===== config.mk =====
export PLATFORM = sky130hd
export DESIGN_NAME = dpb_ctrl
export DESIGN_NICKNAME = d
export VERILOG_FILES = /design/src/hdl/dpb_pkg.sv /design/src/hdl/dpb_ctrl.sv
export SDC_FILE = /design/constraint.sdc
export NUM_CORES = 1
export LEC_CHECK = 0
export ABC_CLOCK_PERIOD_IN_PS = 2670
export BUFFER_PORTS_ARGS = -buffer_cell sky130_fd_sc_hd__buf_2
export CAP_MARGIN = 5
export CORE_UTILIZATION = 35
export DETAILED_ROUTE_END_ITERATION = 16
export SYNTH_ARGS = -nofsm -noshare
export SYNTH_HDL_FRONTEND = slang
export SYNTH_SLANG_ARGS = --single-unit

===== constraint.sdc =====
create_clock -name clk -period 2.67 [get_ports clk]
set_clock_uncertainty 0.1 [all_clocks]
set_input_delay 0.267 -clock clk [delete_from_list [all_inputs] [get_ports clk]]
set_output_delay 0.267 -clock clk [all_outputs]
set_load 0.02 [all_outputs]

===== src/hdl/dpb_pkg.sv =====
// Shared types and constants for the depth pixel back-projection block.
// Holds field widths, op and register codes, controller states and the
// command and status words between controller and datapath. No dependencies.
package dpb_pkg;

  localparam int NCOEF      = 21;
  localparam int COEF_W     = 32;
  localparam int DEPTH_W    = 32;
  localparam int CIDX_W     = 5;
  localparam int PIX_W      = 12;
  localparam int WORLD_W    = 40;
  localparam int CFG_IDX_W  = 3;
  localparam int CFG_DATA_W = 32;
  localparam int SIDE_REG_W = 13;
  localparam int CLIP_W     = 12;
  localparam int SIDE_RESET = 4096;

  // coefficient store layout
  localparam int K_BASE = 0;
  localparam int R_BASE = 9;
  localparam int T_BASE = 18;

  typedef enum logic [0:0] {
    OP_COEF  = 1'b0,
    OP_PIXEL = 1'b1
  } op_t;

  typedef enum logic [CFG_IDX_W-1:0] {
    CFG_LOW_REJECT  = 3'd0,
    CFG_HIGH_REJECT = 3'd1,
    CFG_WIDTH       = 3'd2,
    CFG_HEIGHT      = 3'd3,
    CFG_CLIP_LEFT   = 3'd4,
    CFG_CLIP_RIGHT  = 3'd5,
    CFG_CLIP_TOP    = 3'd6,
    CFG_CLIP_BOTTOM = 3'd7
  } cfg_reg_t;

  typedef enum logic [4:0] {
    ST_IDLE, ST_CAM0, ST_CAM1, ST_CAM2,
    ST_SCL0, ST_SCL1, ST_SCL2, ST_SCL3,
    ST_W0, ST_W1, ST_W2, ST_W3, ST_W4, ST_W5, ST_W6, ST_W7,
    ST_EMIT
  } state_t;

  typedef enum logic [2:0] {
    MUL_NONE, MUL_KCOL, MUL_KROW, MUL_CLO, MUL_CHI, MUL_SLO, MUL_SHI
  } mul_op_t;

  typedef enum logic [2:0] {
    ACC_HOLD, ACC_KSUM, ACC_ADD, ACC_LDB, ACC_ADDH
  } acc_op_t;

  typedef enum logic [1:0] {
    WS_HOLD, WS_INIT, WS_ADD
  } ws_op_t;

  typedef struct packed {
    logic       load_pix;
    logic       wr_coef;
    mul_op_t    mul_op;
    logic [1:0] sel;
    acc_op_t    acc_op;
    logic       s_load;
    ws_op_t     ws_op;
    logic       out_load;
  } dpb_cmd_t;

  typedef struct packed {
    logic pass;
  } dpb_status_t;

endpackage


===== src/hdl/dpb_ctrl.sv =====
// Sequencer for the back-projection datapath: accepts words, steps the
// multiply schedule and owns the result valid flag. Depends on dpb_pkg.
module dpb_ctrl (
  input  logic                 clk,
  input  logic                 rst,
  input  logic                 in_valid,
  input  logic                 in_op,
  output logic                 in_ready,
  input  logic                 out_ready,
  output logic                 out_valid,
  input  dpb_pkg::dpb_status_t status,
  output dpb_pkg::dpb_cmd_t    cmd
);
  import dpb_pkg::*;

  state_t state, state_next;

  always_ff @(posedge clk) begin
    if (rst) begin
      state     <= ST_IDLE;
      out_valid <= 1'b0;
    end else begin
      state <= state_next;
      if (cmd.out_load) begin
        out_valid <= 1'b1;
      end else if (out_ready) begin
        out_valid <= 1'b0;
      end
    end
  end

  always_comb begin
    state_next = state;
    cmd        = '0;
    in_ready   = 1'b0;
    unique case (state)
      ST_IDLE: begin
        in_ready = 1'b1;
        if (in_valid) begin
          if (in_op == OP_PIXEL) begin
            cmd.load_pix = 1'b1;
            if (status.pass) state_next = ST_CAM0;
          end else begin
            cmd.wr_coef = 1'b1;
          end
        end
      end
      // camera ray: K row times [col,row,1]
      ST_CAM0: begin
        cmd.mul_op = MUL_KCOL;
        state_next = ST_CAM1;
      end
      ST_CAM1: begin
        cmd.mul_op = MUL_KROW;
        cmd.acc_op = ACC_KSUM;
        state_next = ST_CAM2;
      end
      ST_CAM2: begin
        cmd.acc_op = ACC_ADD;
        state_next = ST_SCL0;
      end
      // scale by depth in two halves, then subtract translation
      ST_SCL0: begin
        cmd.mul_op = MUL_CLO;
        state_next = ST_SCL1;
      end
      ST_SCL1: begin
        cmd.mul_op = MUL_CHI;
        cmd.acc_op = ACC_LDB;
        state_next = ST_SCL2;
      end
      ST_SCL2: begin
        cmd.acc_op = ACC_ADDH;
        state_next = ST_SCL3;
      end
      ST_SCL3: begin
        cmd.s_load = 1'b1;
        state_next = ST_W0;
      end
      // rotation: three terms, multiplier overlapped with the accumulate
      ST_W0: begin
        cmd.mul_op = MUL_SLO;
        cmd.sel    = 2'd0;
        state_next = ST_W1;
      end
      ST_W1: begin
        cmd.mul_op = MUL_SHI;
        cmd.sel    = 2'd0;
        cmd.acc_op = ACC_LDB;
        state_next = ST_W2;
      end
      ST_W2: begin
        cmd.mul_op = MUL_SLO;
        cmd.sel    = 2'd1;
        cmd.acc_op = ACC_ADDH;
        state_next = ST_W3;
      end
      ST_W3: begin
        cmd.mul_op = MUL_SHI;
        cmd.sel    = 2'd1;
        cmd.acc_op = ACC_LDB;
        cmd.ws_op  = WS_INIT;
        state_next = ST_W4;
      end
      ST_W4: begin
        cmd.mul_op = MUL_SLO;
        cmd.sel    = 2'd2;
        cmd.acc_op = ACC_ADDH;
        state_next = ST_W5;
      end
      ST_W5: begin
        cmd.mul_op = MUL_SHI;
        cmd.sel    = 2'd2;
        cmd.acc_op = ACC_LDB;
        cmd.ws_op  = WS_ADD;
        state_next = ST_W6;
      end
      ST_W6: begin
        cmd.acc_op = ACC_ADDH;
        state_next = ST_W7;
      end
      ST_W7: begin
        cmd.ws_op  = WS_ADD;
        state_next = ST_EMIT;
      end
      ST_EMIT: begin
        // wait for the output register to drain
        if (!out_valid || out_ready) begin
          cmd.out_load = 1'b1;
          state_next   = ST_IDLE;
        end
      end
      default: state_next = ST_IDLE;
    endcase
  end

  a_no_overwrite: assert property (@(posedge clk) disable iff (rst)
    cmd.out_load |-> (!out_valid || out_ready))
    else $error("result register overwritten before it was taken");

  a_pass_starts: assert property (@(posedge clk) disable iff (rst)
    (in_valid && in_ready && in_op == OP_PIXEL && status.pass) |=> (state == ST_CAM0))
    else $error("passing pixel did not start the sequence");

  a_drop_idle: assert property (@(posedge clk) disable iff (rst)
    (in_valid && in_ready && in_op == OP_PIXEL && !status.pass) |=> (state == ST_IDLE))
    else $error("dropped pixel started the sequence");

  a_valid_source: assert property (@(posedge clk) disable iff (rst)
    $rose(out_valid) |-> ($past(state) == ST_EMIT))
    else $error("result valid raised outside the emit step");

endmodule


==> run metrics <==
clock root buffer clkbuf_4; total number of vias around 480; aggregate routed wire length ~1.1 mm; critical path class reg -> out; Hold Vio Cnt, Final 0; Worst slew margin 0.585; PortBufs 21; CP endpoint kind primary output; placed cells 92; final instance area ~610 µm²; ranking of synthesized cells by area dfxtp_1, buf_4, nor3_1, a211oi_1, nor4bb_1; First-pass DRT Iterations 2; P_leak approximately 0.25 nW; DRC 0; Tightest Pin Transition between 600 and 700 ps; Synth Warn # 0; pre-CTS WS a little under 800 ps; compound-cell area share of the yosys netlist 0.224; CTS resizes 0; Total GRT Usage 0.137; Final setup viols 0; Final GP Congestion about 0.66; final non-filler cell total 95; Cells after Synth 63; number of global-route vias before repair 353; die area 0.00162 mm²; f_max 0.462 GHz; synthesized flop and latch total 6; buffer depth of the longest clock path 2; first-pass GRT wire length 1.47 mm; IO Count 22; Final WS setup just over 500 ps; Yosys cell types 31; Starting Density 0.385; Site Rows 13; initial antenna violation count 0; maximum vdd drop 228 µV; final setup TNS 0 ps; Antenna diodes 0; Tot Pwr roughly 0.25 mW; CTS Buf Count 3; Slew Viols, Final 0; Clock Sinks 6; fin nets between 80 and 90; Core Footprint roughly 0.0013 mm²; minimum clock period roughly 2200 ps; Post-Route Utilization 0.457; hold_buf cts 0; die width about 40 µm; CTS tree yes; setup bufs post-CTS 0; Cell Area, Placed between 500 and 600 µm²; Detail Route Antenna Nets 0; top-area cell type share of the netlist area 0.234; number of max-cap violations 0; drt wl/cell roughly 11 µm; PwrDens around 420 mW/mm²; Area Overhead vs Synth 18.8%; fin crit share 0.811; H-tree lvl count 1; Synth Cell Area 513 µm²; Worst setup SP type register; largest area contributor in the netlist dfxtp_1; sequential-to-total area share from yosys stat 0.234; Synth Net Count 69; Fillers 140; CP arrival ~1800 ps; Post-Synth Adder-Cell Area 0; total grt overflow 0; largest family of logic cells by synthesized area simple AND/OR/NAND/NOR gates; largest net degree at the start of global routing 18; Die Ht around 40 µm; class of the worst hold path in -> reg; portion of netlist area occupied by mux cells 0; simple-gate share of the synthesized area 0.385; Crit path required time 2300 ps; post-detail-place hpwl approximately 730 µm; layout cell share with drive strength beyond 1 0.375; status finished, final reports clean; Crit Path Max Fanout 17; DR vias/cell 5.04; Clock transition at path regs approximately 50 ps; WHS about 160 ps; DRC violation total after the first TritonRoute iteration 3; clock latency at the later pin of the worst-skew pair roughly 240 ps; unrepaired setup endpoints after global routing no; synthesized area per cell slightly above 8 µm²; xor-xnor portion of the synthesized cell area 0.0512
-- area by class of cell --
cell class,count,area [µm²],share of cell area
flip-flops and latches,6,120,0.197
clock buffers,3,22.5,0.0370
well taps,15,18.8,0.0308
multi-input cells,49,339,0.556
repair buffers,21,105,0.172
inverters,1,3.75,0.00616
-- metal layers --
layer / global-route usage / share of wire
met2: 0.198 / 0.45
met1: 0.194 / 0.50
met3: 0.0333 / 0.048
met4: 0.0500 / 0
met5: 0 / 0
-- synthesized netlist by cell type --
| library cell | number |
|---|---|
| a211oi_1 | 3 |
| a2bb2oi_1 | 1 |
| xnor2_1 | 1 |
| o21ba_2 | 1 |
| nand3b_1 | 2 |
| nor3_1 | 5 |
| nor3_4 | 1 |
| inv_1 | 1 |
| buf_1 | 1 |
| nor4bb_1 | 2 |
| a2111oi_0 | 1 |
| nor2_2 | 1 |
| xor2_1 | 2 |
| nor2b_1 | 2 |
| o21a_1 | 1 |
| o21ai_0 | 1 |
| nor3b_1 | 2 |
| a21oi_1 | 3 |
| nor3b_2 | 1 |
| a2111oi_2 | 1 |
| or3b_1 | 1 |
| a21boi_0 | 1 |
| nand3_1 | 2 |
| a221oi_2 | 1 |
| buf_6 | 1 |
| nand2_1 | 5 |
| nor2_1 | 5 |
| dfxtp_1 | 6 |
| buf_2 | 1 |
| nand2b_1 | 3 |
| buf_4 | 4 |
-- final timing paths --
| check | start | endpoint | slack (ps) | cells after the start |
|---|---|---|---|---|
| worst max-delay path | state[2] | cmd[10] | 500 | 4 |
| worst min-delay path | rst | state[4] | 160 | 2 |
| worst max register to register | state[2] | state[0] | 1250 | 2 |
| worst min register to register | out_valid | out_valid | 430 | 2 |
-- cells in the final DEF, fill, tap and decap left out --
master,count
nor3b_2,1
dfxtp_1,6
or3b_1,1
o21a_1,1
nor3b_1,2
clkbuf_4,3
nor3_4,1
xor2_1,2
a21oi_1,3
buf_2,21
xnor2_1,1
a221oi_2,1
a21boi_0,1
o21ai_0,1
nand3b_1,2
inv_1,1
nor2_2,1
nor3_1,5
nand2b_1,3
nor2_1,5
nor4bb_1,2
nor2b_1,2
nand3_1,2
a211oi_1,3
a2111oi_2,1
a2bb2oi_1,1
a2111oi_0,1
nand2_1,5
o21ba_2,1
-- flip-flops by register name (all words and copies together) (netlist names) --
signal / flops
state: 5
out_valid: 1
-- kinds of logic (layout without fill, tap and decap cells) --
family | count (synthesis) | after routing
and+or+nand+nor | 32 | 32
AOI/OAI and AO/OA | 14 | 14
buffers and inverters | 8 | 25
DFF | 6 | 6
xor gates and xnor gates | 3 | 3
-- critical path, cell delays in order, from the launching register on --
cell and delay [ps]:
dfxtp_1 710, o21ba_2 250, nor2_2 40, a2111oi_2 340, buf_2 220
-- report_power, final --
| part | total [mW] | switching (mW) | internal [mW] |
|---|---|---|---|
| logic | 0.0624 | 0.0344 | 0.0280 |
| registers | 0.108 | 0.0146 | 0.0931 |
| clock network | 0.0838 | 0.0330 | 0.0509 |
Power figures use the tool's default switching activity.
